<file path="src/rtl/tkm_pkg.sv">
// Package for the timestamp k-way merge: sizes, channel structs, queue command
// format, back-end state codes and the candidate compare function.
// No dependencies.
package tkm_pkg;

    localparam int NUM_SOURCES = 16;
    localparam int TIME_BITS   = 48;
    localparam int SRC_BITS    = 4;
    localparam int IDX_BITS    = $clog2(NUM_SOURCES);
    localparam int CFG_BITS    = 5;
    localparam int GRP_SIZE    = 4;
    localparam int NUM_GRP     = NUM_SOURCES / GRP_SIZE;
    localparam int QUEUE_DEPTH = 2;
    localparam int QPTR_BITS   = $clog2(QUEUE_DEPTH);
    localparam int QCNT_BITS   = $clog2(QUEUE_DEPTH + 1);

    localparam logic [CFG_BITS-1:0] ACTIVE_RESET = CFG_BITS'(NUM_SOURCES);

    localparam logic OP_HIT = 1'b0;
    localparam logic OP_END = 1'b1;

    typedef struct packed {
        logic                 opcode;
        logic [SRC_BITS-1:0]  source_index;
        logic [7:0]           board;
        logic [5:0]           channel;
        logic [15:0]          energy;
        logic [15:0]          energy_short;
        logic [47:0]          timestamp;
        logic [31:0]          flags;
    } in_t;

    typedef struct packed {
        logic [7:0]           out_board;
        logic [5:0]           out_channel;
        logic [15:0]          out_energy;
        logic [15:0]          out_energy_short;
        logic [47:0]          out_timestamp;
        logic [31:0]          out_flags;
        logic [SRC_BITS-1:0]  out_source;
        logic                 last;
    } out_t;

    typedef enum logic [1:0] {
        CMD_NONE,
        CMD_HIT,
        CMD_END
    } cmd_kind_t;

    typedef struct packed {
        cmd_kind_t            kind;
        logic [IDX_BITS-1:0]  src;
        logic [7:0]           board;
        logic [5:0]           channel;
        logic [15:0]          energy;
        logic [15:0]          energy_short;
        logic [TIME_BITS-1:0] timestamp;
        logic [31:0]          flags;
    } cmd_t;

    typedef struct packed {
        logic                 found;
        logic [IDX_BITS-1:0]  idx;
        logic [TIME_BITS-1:0] ts;
    } cand_t;

    typedef enum logic [1:0] {
        BK_IDLE,
        BK_TREE,
        BK_PICK,
        BK_EMIT
    } bk_state_t;

    // keep a unless b is strictly earlier, so the lower index wins ties
    function automatic cand_t cand_min(cand_t a, cand_t b);
        cand_t r;
        r = a;
        if (b.found && (!a.found || (b.ts < a.ts))) begin
            r = b;
        end
        return r;
    endfunction

endpackage

</file>
<file path="src/rtl/tkm_front.sv">
// Front end of the timestamp merge: takes input transactions, range-checks the
// source and turns each into a queue command. Depends on tkm_pkg.
module tkm_front (
    input  logic                          s_valid,
    output logic                          s_ready,
    input  tkm_pkg::in_t                  s_data,
    input  logic [tkm_pkg::CFG_BITS-1:0]  active_count,
    output logic                          push_valid,
    input  logic                          push_ready,
    output tkm_pkg::cmd_t                 push_data
);

    logic in_range;

    assign in_range   = {1'b0, s_data.source_index} < active_count;
    assign s_ready    = push_ready;
    assign push_valid = s_valid;

    always_comb begin
        push_data.src          = tkm_pkg::IDX_BITS'(s_data.source_index);
        push_data.board        = s_data.board;
        push_data.channel      = s_data.channel;
        push_data.energy       = s_data.energy;
        push_data.energy_short = s_data.energy_short;
        push_data.timestamp    = s_data.timestamp[tkm_pkg::TIME_BITS-1:0];
        push_data.flags        = s_data.flags;
        if (!in_range) begin
            push_data.kind = tkm_pkg::CMD_NONE;
        end else if (s_data.opcode == tkm_pkg::OP_END) begin
            push_data.kind = tkm_pkg::CMD_END;
        end else begin
            push_data.kind = tkm_pkg::CMD_HIT;
        end
    end

endmodule

</file>
<file path="src/rtl/tkm_queue.sv">
// Short command queue between the front and back ends of the merge.
// Depends on tkm_pkg.
module tkm_queue (
    input  logic           aclk,
    input  logic           aresetn,
    input  logic           push_valid,
    output logic           push_ready,
    input  tkm_pkg::cmd_t  push_data,
    output logic           pop_valid,
    input  logic           pop_ready,
    output tkm_pkg::cmd_t  pop_data
);

    tkm_pkg::cmd_t                  entry_reg [tkm_pkg::QUEUE_DEPTH];
    logic [tkm_pkg::QPTR_BITS-1:0]  wr_ptr_reg, wr_ptr_next;
    logic [tkm_pkg::QPTR_BITS-1:0]  rd_ptr_reg, rd_ptr_next;
    logic [tkm_pkg::QCNT_BITS-1:0]  count_reg, count_next;
    logic                           do_push, do_pop;

    assign push_ready = count_reg != tkm_pkg::QCNT_BITS'(tkm_pkg::QUEUE_DEPTH);
    assign pop_valid  = count_reg != '0;
    assign pop_data   = entry_reg[rd_ptr_reg];
    assign do_push    = push_valid && push_ready;
    assign do_pop     = pop_valid && pop_ready;

    always_comb begin
        wr_ptr_next = wr_ptr_reg;
        rd_ptr_next = rd_ptr_reg;
        count_next  = count_reg;
        if (do_push) begin
            wr_ptr_next = (wr_ptr_reg == tkm_pkg::QPTR_BITS'(tkm_pkg::QUEUE_DEPTH - 1))
                        ? '0 : wr_ptr_reg + 1'b1;
        end
        if (do_pop) begin
            rd_ptr_next = (rd_ptr_reg == tkm_pkg::QPTR_BITS'(tkm_pkg::QUEUE_DEPTH - 1))
                        ? '0 : rd_ptr_reg + 1'b1;
        end
        if (do_push && !do_pop) begin
            count_next = count_reg + 1'b1;
        end else if (do_pop && !do_push) begin
            count_next = count_reg - 1'b1;
        end
    end

    always_ff @(posedge aclk) begin
        if (!aresetn) begin
            wr_ptr_reg <= '0;
            rd_ptr_reg <= '0;
            count_reg  <= '0;
        end else begin
            wr_ptr_reg <= wr_ptr_next;
            rd_ptr_reg <= rd_ptr_next;
            count_reg  <= count_next;
        end
    end

    always_ff @(posedge aclk) begin
        if (do_push) begin
            entry_reg[wr_ptr_reg] <= push_data;
        end
    end

endmodule

</file>
<file path="src/rtl/tkm_back.sv">
// Back end of the timestamp merge: head store, valid and done flags, a
// registered two-level minimum search and the result register. Depends on tkm_pkg.
module tkm_back (
    input  logic                          aclk,
    input  logic                          aresetn,
    input  logic [tkm_pkg::CFG_BITS-1:0]  active_count,
    input  logic                          pop_valid,
    output logic                          pop_ready,
    input  tkm_pkg::cmd_t                 pop_data,
    output logic                          m_valid,
    input  logic                          m_ready,
    output tkm_pkg::out_t                 m_data
);

    localparam int N = tkm_pkg::NUM_SOURCES;

    logic [tkm_pkg::TIME_BITS-1:0] head_time_reg     [N];
    logic [31:0]                   head_energies_reg [N];
    logic [45:0]                   head_tag_reg      [N];

    logic [N-1:0]          valid_reg, valid_next;
    logic [N-1:0]          done_reg, done_next;
    tkm_pkg::bk_state_t    state_reg, state_next;
    tkm_pkg::cand_t        grp_reg [tkm_pkg::NUM_GRP];
    tkm_pkg::cand_t        grp_next [tkm_pkg::NUM_GRP];
    tkm_pkg::cand_t        best_reg, best_next;
    logic                  ready_reg, ready_next;
    logic                  m_valid_reg, m_valid_next;
    tkm_pkg::out_t         m_data_reg, m_data_next;

    logic [N-1:0]          active_mask;
    tkm_pkg::cand_t        leaf [N];
    logic                  head_we;
    logic [N-1:0]          best_onehot;
    logic [N-1:0]          remain;

    assign m_valid = m_valid_reg;
    assign m_data  = m_data_reg;

    always_comb begin
        for (int i = 0; i < N; i++) begin
            active_mask[i] = tkm_pkg::CFG_BITS'(i) < active_count;
            leaf[i].found  = valid_reg[i] && active_mask[i];
            leaf[i].idx    = tkm_pkg::IDX_BITS'(i);
            leaf[i].ts     = head_time_reg[i];
        end
    end

    always_comb begin
        for (int g = 0; g < tkm_pkg::NUM_GRP; g++) begin
            grp_next[g] = leaf[g * tkm_pkg::GRP_SIZE];
            for (int k = 1; k < tkm_pkg::GRP_SIZE; k++) begin
                grp_next[g] = tkm_pkg::cand_min(grp_next[g], leaf[g * tkm_pkg::GRP_SIZE + k]);
            end
        end
        best_next = grp_reg[0];
        for (int g = 1; g < tkm_pkg::NUM_GRP; g++) begin
            best_next = tkm_pkg::cand_min(best_next, grp_reg[g]);
        end
    end

    assign best_onehot = {{(N-1){1'b0}}, 1'b1} << best_reg.idx;
    assign remain      = valid_reg & active_mask & ~best_onehot;

    always_comb begin
        state_next   = state_reg;
        valid_next   = valid_reg;
        done_next    = done_reg;
        ready_next   = ready_reg;
        m_valid_next = m_valid_reg;
        m_data_next  = m_data_reg;
        pop_ready    = 1'b0;
        head_we      = 1'b0;

        if (m_valid_reg && m_ready) begin
            m_valid_next = 1'b0;
        end

        unique case (state_reg)
            tkm_pkg::BK_IDLE: begin
                pop_ready = 1'b1;
                if (pop_valid) begin
                    if (pop_data.kind == tkm_pkg::CMD_END) begin
                        done_next[pop_data.src] = 1'b1;
                    end else if (pop_data.kind == tkm_pkg::CMD_HIT
                                 && !done_reg[pop_data.src]
                                 && !valid_reg[pop_data.src]) begin
                        head_we                  = 1'b1;
                        valid_next[pop_data.src] = 1'b1;
                    end
                    state_next = tkm_pkg::BK_TREE;
                end
            end
            tkm_pkg::BK_TREE: begin
                ready_next = &(valid_reg | done_reg | ~active_mask);
                state_next = tkm_pkg::BK_PICK;
            end
            tkm_pkg::BK_PICK: begin
                state_next = tkm_pkg::BK_EMIT;
            end
            tkm_pkg::BK_EMIT: begin
                if (!ready_reg || !best_reg.found) begin
                    state_next = tkm_pkg::BK_IDLE;
                end else if (!m_valid_reg || m_ready) begin
                    m_valid_next                 = 1'b1;
                    m_data_next.out_board        = head_tag_reg[best_reg.idx][45:38];
                    m_data_next.out_channel      = head_tag_reg[best_reg.idx][37:32];
                    m_data_next.out_flags        = head_tag_reg[best_reg.idx][31:0];
                    m_data_next.out_energy       = head_energies_reg[best_reg.idx][31:16];
                    m_data_next.out_energy_short = head_energies_reg[best_reg.idx][15:0];
                    m_data_next.out_timestamp    = 48'(head_time_reg[best_reg.idx]);
                    m_data_next.out_source       = tkm_pkg::SRC_BITS'(best_reg.idx);
                    m_data_next.last             = (remain == '0)
                                                 && (&(done_reg | ~active_mask));
                    valid_next                   = valid_reg & ~best_onehot;
                    state_next                   = tkm_pkg::BK_IDLE;
                end
            end
            default: begin
                state_next = tkm_pkg::BK_IDLE;
            end
        endcase
    end

    always_ff @(posedge aclk) begin
        if (!aresetn) begin
            state_reg   <= tkm_pkg::BK_IDLE;
            valid_reg   <= '0;
            done_reg    <= '0;
            ready_reg   <= 1'b0;
            m_valid_reg <= 1'b0;
        end else begin
            state_reg   <= state_next;
            valid_reg   <= valid_next;
            done_reg    <= done_next;
            ready_reg   <= ready_next;
            m_valid_reg <= m_valid_next;
        end
    end

    always_ff @(posedge aclk) begin
        m_data_reg <= m_data_next;
        if (state_reg == tkm_pkg::BK_TREE) begin
            grp_reg <= grp_next;
        end
        if (state_reg == tkm_pkg::BK_PICK) begin
            best_reg <= best_next;
        end
        if (head_we) begin
            head_time_reg[pop_data.src]     <= pop_data.timestamp;
            head_energies_reg[pop_data.src] <= {pop_data.energy, pop_data.energy_short};
            head_tag_reg[pop_data.src]      <= {pop_data.board, pop_data.channel,
                                                pop_data.flags};
        end
    end

endmodule

</file>
<file path="src/rtl/timestamp_kway_merge.sv">
// Timestamp k-way merge of detector hit streams, top level.
// An accepted input passes through the queue and the head store; the group minima, the
// final minimum and the result are then registered in turn (back end idle, output free).
// The back end takes a new command only after its sequence of head update, group minimum,
// final minimum and emit, which waits on the output; a full queue holds input off.
// Reset (aresetn, synchronous): clears valid/done flags, queue and output; active_sources = 16.
// Depends on tkm_pkg, tkm_front, tkm_queue, tkm_back.
module timestamp_kway_merge (
    input  logic                          aclk,
    input  logic                          aresetn,
    input  logic                          cfg_wr_en,
    input  logic [tkm_pkg::CFG_BITS-1:0]  cfg_wr_data,
    input  logic                          s_valid,
    output logic                          s_ready,
    input  tkm_pkg::in_t                  s_data,
    output logic                          m_valid,
    input  logic                          m_ready,
    output tkm_pkg::out_t                 m_data
);

    logic [tkm_pkg::CFG_BITS-1:0] active_sources_reg;
    logic [tkm_pkg::CFG_BITS-1:0] active_count;
    logic                         push_valid, push_ready;
    logic                         pop_valid, pop_ready;
    tkm_pkg::cmd_t                push_data, pop_data;

    always_ff @(posedge aclk) begin
        if (!aresetn) begin
            active_sources_reg <= tkm_pkg::ACTIVE_RESET;
        end else if (cfg_wr_en) begin
            active_sources_reg <= cfg_wr_data;
        end
    end

    // clamp to the range 1 .. NUM_SOURCES
    always_comb begin
        if (active_sources_reg == '0) begin
            active_count = tkm_pkg::CFG_BITS'(1);
        end else if (active_sources_reg > tkm_pkg::CFG_BITS'(tkm_pkg::NUM_SOURCES)) begin
            active_count = tkm_pkg::CFG_BITS'(tkm_pkg::NUM_SOURCES);
        end else begin
            active_count = active_sources_reg;
        end
    end

    tkm_front u_front (
        .s_valid      (s_valid),
        .s_ready      (s_ready),
        .s_data       (s_data),
        .active_count (active_count),
        .push_valid   (push_valid),
        .push_ready   (push_ready),
        .push_data    (push_data)
    );

    tkm_queue u_queue (
        .aclk       (aclk),
        .aresetn    (aresetn),
        .push_valid (push_valid),
        .push_ready (push_ready),
        .push_data  (push_data),
        .pop_valid  (pop_valid),
        .pop_ready  (pop_ready),
        .pop_data   (pop_data)
    );

    tkm_back u_back (
        .aclk         (aclk),
        .aresetn      (aresetn),
        .active_count (active_count),
        .pop_valid    (pop_valid),
        .pop_ready    (pop_ready),
        .pop_data     (pop_data),
        .m_valid      (m_valid),
        .m_ready      (m_ready),
        .m_data       (m_data)
    );

endmodule

</file>
<file path="config.mk">
export PLATFORM = sky130hd
export DESIGN_NAME = timestamp_kway_merge
export DESIGN_NICKNAME = d
export VERILOG_FILES = /design/src/rtl/tkm_pkg.sv /design/src/rtl/tkm_front.sv /design/src/rtl/tkm_queue.sv /design/src/rtl/tkm_back.sv /design/src/rtl/timestamp_kway_merge.sv
export SDC_FILE = /design/constraint.sdc
export NUM_CORES = 2
export LEC_CHECK = 0
export BUFFER_PORTS_ARGS = -buffer_cell sky130_fd_sc_hd__clkbuf_2
export CAP_MARGIN = 5
export CORE_MARGIN = 5
export CORE_UTILIZATION = 35
export CTS_CLUSTER_DIAMETER = 40
export DETAILED_ROUTE_END_ITERATION = 6
export GPL_TIMING_DRIVEN = 0
export PLACE_DENSITY = 0.54
export SYNTH_ARGS = -nofsm -noshare
export SYNTH_HDL_FRONTEND = slang
export SYNTH_SLANG_ARGS = --single-unit
</file>
<file path="constraint.sdc">
create_clock -name aclk -period 11.07 [get_ports aclk]
set_input_delay 2.214 -clock aclk [delete_from_list [all_inputs] [get_ports aclk]]
set_output_delay 2.214 -clock aclk [all_outputs]
set_load 0.03 [all_outputs]
</file>
; ---- Yosys cells after proc, flatten, opt, wreduce, memory -nomap -nowiden
; Memory sizes are Yosys's and may differ from the RTL's. A register that Yosys moved wholly into a read port is not among the register bits.
; Index checks and enable logic that the tools add are counted.
[totals]
output_inout_bits = 133
word_cells = 245
register_bits = 267
memories = 4
ramBits = 2280
[mem_list]
columns = name, depth, word_bits, read_ports, rd_clocked_by_memory_dff, wr, line
row1 = u_back.head_time_reg, 16, 48, 17, 1, 1, tkm_back.sv:17  ; logic [tkm_pkg::TIME_BITS-1:0] head_time_reg [N];
row2 = u_back.head_tag_reg, 16, 46, 1, 1, 1, tkm_back.sv:19  ; logic [45:0] head_tag_reg [N];
row3 = u_back.head_energies_reg, 16, 32, 1, 1, 1, tkm_back.sv:18  ; logic [31:0] head_energies_reg [N];
row4 = u_queue.entry_reg, 2, 132, 1, 1, 1, tkm_queue.sv:14  ; tkm_pkg::cmd_t entry_reg [tkm_pkg::QUEUE_DEPTH];
[op_classes]
n_eq_ne = 12
magnitude_cmp = 35
n_addsub = 4
bitwise_logic = 11
reduce_logical = 95
shifts = 1
muxes = 54
[ops]
columns = operator, n
row1 = two-way mux 53 bit, 15
row2 = less-than comparator 48 bit, 15
row3 = two-way mux 16 bit, 5
row4 = bitwise OR 16 bit, 5
row5 = AND 16 bit, 3
row6 = logical AND 1 bit, 40
row7 = "less-than comparator 4 x 5 -> 1 bit, first input constant", 8
row8 = inverter 16 bit, 2
row9 = one-hot mux 16 bit (2 select lines), 1
row10 = AND reduction 16 bit, 2
row11 = zero test 1 bit, 22
row12 = "less-than comparator 3 x 5 -> 1 bit, first input constant", 4
row13 = two-way mux 1 bit, 20
row14 = logical OR 1 bit, 17
row15 = zero test 16 bit, 1
row16 = "<< shifter 1 x 4 -> 16 bit, first input constant", 1
row17 = two-way mux 2 bit, 7
row18 = "less-than comparator 1 x 5 -> 1 bit, first input constant", 2
row19 = "less-than comparator 2 x 5 -> 1 bit, first input constant", 2
row20 = two-way mux 5 bit, 2
row21 = binary-select mux 1 bit (select 4 bit), 2
row22 = "inequality test 2 bit, second input constant", 4
row23 = one-hot mux 2 bit (4 select lines), 1
row24 = OR reduction 2 bit, 4
row25 = other kinds (19), 27

; ---- Logic depth before layout (Yosys ltp)
[depth]
ltp_word = 17
mapped_depth = 36
depth_no_buf = 31

; ---- Hierarchy
; A second synthesis with hierarchy kept.
[unflattened]
cells_unflattened = 7595
area_unflattened_um2 = 125968.3
[modules_own_cells]
columns = module, n_inst, seq_area_each_um2, area_each_um2, cells_per_inst
row1 = tkm_back, 1, 71468.5, 114552.4, 6989
row2 = tkm_queue, 1, 8027.7, 10098.4, 435
row3 = tkm_front, 1, 0.0, 1096.1, 148
row4 = timestamp_kway_merge, 1, 100.1, 221.5, 23

; ---- Worst setup path after synthesis
; Ideal clock, no wire load.
[synth_timing]
path_type = in2reg
start = in m_ready
end = reg u_back.valid_reg[3]
setup_ns = 0.119
path_stages = 8
arrival_ns = 9.127
slack_ns = 1.824
path_cell_list = nand2b_1 -> nor2b_1 -> a21o_1 -> nand2_1 -> a21oi_1 -> clkbuf_1 -> nand3_1 -> o221a_2
[synth_between]
elab_chain_len = 3
[synth_rtl]
columns = item, line
row1 = "start, declared", timestamp_kway_merge.sv:17  ; input logic m_ready,
row2 = logical OR 1 bit, tkm_back.sv:104  ; end else if (!m_valid_reg || m_ready) begin
row3 = inequality test 2 x 1 -> 1 bit (no source line), -
row4 = AND reduction 6 bit (no source line), -
row5 = "end signal, assigned", tkm_back.sv:134  ; valid_reg <= valid_next;
row6 = "end, declared", tkm_back.sv:21  ; logic [N-1:0] valid_reg, valid_next;
; No other way between the ends.
; A chain may end at the register's enable or synchronous reset.

==> out/qor.yml <==
outcome:
  status: "finished clean"
yosys:
  syn_avg_cell_area_sq_um: 16.8
  synth-edff-count: 2620
  ys.warnings.count: 0
  synthArstFlopShare_pct: 0
  synthDistinctLibCells: 87
  ys_seq_elements: 2666
  synthFlopType: "edfxtp_1"
  netlist_area_sq_mm: 0.123
  synth_cells: 7338
  synth_fp_nets: 8192
  seq_area_frac_synth_pct: 64.5
sta:
  setup_viol: 0
  rsz0062_at_grt: "no"
  tightest_slew_ns: 1.34
  timing.slew.headroom_pct: 8.05
  fin_skew_ns: 0.0806
  maxSlewViolCount: 0
  fin_crit_ns: 10.88
  fmax_mhz: 91.9
  fin_hold_ws_ns: 0.480
  fin_crit_sh_pct: 98.3
  hold_viol: 0
worst_setup_path:
  reg2reg_depth: 31
  crit_type: "flip-flop to flip-flop"
  max_stage_delay_ns: 0.62
  cp-end-kind: "flip-flop"
  worst_path_max_delay_cell: "clkdlybuf4s15_2"
  cp-start-kind: "flip-flop"
  arrival_ns: 11.61
  required_ns: 11.79
  path_max_fanout: 10
  cpMostUsedCell: "nand4_1"
drt:
  via_count: 72630
  drt-total-wl_mm: 401
  dr.pass1.iters: 6
  via_per_inst: 5.49
  wl_per_cell_um: 30.4
  drtAntennaViolNets: 0
  dr.first_iter.drc_count: 7244
  drc: 0
clocking:
  numCtsBuffers: 428
  htree_num_levels: 5
  cts_hold_buf: 0
  cts_tree: "yes"
  cts_sinks: 2666
  root_buffer: "clkbuf_16"
  ctsLongestPathBuffers: 4
  clk_pin_slew_ns: 0.06
  insertion_delay_ns: 0.97
min_path:
  min_delay_path_depth: 2
  hp-class: "flip-flop to flip-flop"
pwr:
  power_mw: 33.0
  p_leak_nw: 54.9
  irDropWorstVdd_uv: 134
  power_per_cell_area_mw_per_mm2: 221
layout:
  regArea_sq_mm: 0.0796
  finalNonFillerCells: 13222
  multi_input_area_sq_mm: 0.0411
  fin_nets: 9061
  fill_cells: 31232
  synthToLayoutAreaGrowth_pct: 21.1
  largest_reg_flops: 768
  drive_gt1_share_pct: 25.2
die:
  initial_core_util_pct: 35.1
  die_w_um: 604
  dieHeight_um: 604
  fp.coreArea_sq_mm: 0.352
  rows: 218
  die_area_sq_mm: 0.364
  ios: 274
global_routing:
  grt_util_all_layers_pct: 21.5
  overflow: 0
  grt_pass1_wl_mm: 557
  antenna_found_initial: 50
  grt_pass1_vias: 73853
  grt_max_degree: 49
placed_design:
  io_buffer_count: 272
  finalWeightedCongestion: 0.914
  dpl.cell_count: 12382
  post-dp-hpwl_mm: 296
job:
  max_cap_violations: 0
final cells by class:
type	instances	share of cell area, %
Clock inverter	316	2.44
Tap cell	4620	3.87
Sequential cell	2666	53.3
Buffer	269	0.876
Timing Repair Buffer	443	3.13
Inverter	606	1.52
Clock buffer	482	7.33
Antenna cell	27	0.0452
Multi-Input combinational cell	3793	27.5
logic make-up after synthesis:
logic type,after synthesis,synth area share (%)
buffers and inverters,879,2.77
and+or+nand+nor,855,3.38
DFF,2666,64.5
AOI/OAI and AO/OA,877,4.46
xor gates and xnor gates,4,0.0284
adders and majority gates,714,7.24
muxes,1343,17.6
power by group:
group          total, mW  switching [mW]  internal [mW]  leakage [nW]
sequential          12.7           0.248           12.4          24.1
clock               13.5            5.10           8.39          6.98
combinational       6.82            4.38           2.44          23.9
total               33.0            9.73           23.2          54.9
metrics by stage:
stage	instance area, sq um	util [%]	worst slack, ns	TNS, ns
6_report	149000	42.4	0.185	0
3_3_place_gp	130000	37.1	-8.41	-
4_1_cts	149000	42.4	0.0201	0
3_5_place_dp	134000	38.0	-5.10	-704.97
2_1_floorplan	123000	-	1.82	0
5_1_grt	149000	42.4	0.00651	0
cells in the mapped netlist (all sizes together) (12+ instances only):
cell	number	share of area [%]
mux4	630	12
o21a	17	0.10
o211ai	22	0.13
ha	713	7.2
inv	606	1.8
nand4	126	0.64
a2111oi	22	0.17
a221oi	15	0.11
nor2	241	0.73
nor4	25	0.14
nor3	62	0.25
nand2	196	0.60
dfxtp	46	0.75
o22ai	12	0.061
mux2	280	2.6
nor2b	23	0.12
nand3	75	0.30
a31oi	20	0.10
mux2i	433	3.5
and2	14	0.071
nand2b	32	0.16
clkbuf	174	0.54
a21oi	277	1.1
o21ai	228	0.93
and3	13	0.066
a21o	116	0.71
a211oi	59	0.36
buf	99	0.39
edfxtp	2620	64
what timing repair did:
action,CTS,global route
endpoints found under the setup margin,204,199
pin swaps,15,12
buffers inserted,10,3
resized for setup,146,39
path summary, 6_finish.rpt:
kind	start	endpoint	slack, ns
worst max-delay path	u_back.head_time_reg[13][47]	u_back.grp_reg[6]	0.19
worst max register to register	u_back.head_time_reg[13][47]	u_back.grp_reg[6]	0.19
worst min register to register	u_back.ready_reg	u_back.ready_reg	0.48
worst min-delay path	u_back.ready_reg	u_back.ready_reg	0.48
layout by cell type, fill, tap and decap left out, types with 22 or more instances in the layout:
cell / n
ha_1: 712
nand2b_1: 32
mux2_2: 174
nand4_1: 125
nor3_1: 50
inv_6: 49
clkinv_4: 46
a21oi_1: 265
mux2i_1: 433
nor2_1: 217
bufinv_16: 50
clkinv_2: 52
diode_2: 27
clkbuf_1: 197
nand3_1: 72
buf_16: 26
a21o_1: 114
dfxtp_1: 46
mux2_1: 104
clkbuf_16: 430
clkinvlp_4: 51
buf_12: 112
o21ai_0: 210
edfxtp_1: 2620
mux4_2: 630
a211oi_1: 57
inv_1: 603
clkinv_1: 40
nand2_1: 196
clkbuf_2: 295
o211ai_1: 22
buf_1: 41
buf_4: 29
routing by layer:
metal / global-route usage [%] / wire (um)
met1: 28.3 / 165000
met2: 35.6 / 193000
met3: 4.19 / 29300
met4: 7.32 / 14200
met5: 0 / 100
critical path: cells and delay by family (launching register included):
family	cells	cell delay [ns]
AO/OA/AOI/OAI	9	3.05
adder cells (fa/ha/maj)	3	1.06
buffers and inverters	6	2.71
flip-flops	1	0.41
multiplexers	2	0.52
AND/OR/NAND/NOR	11	2.89
(Power assumes the default switching activity.)
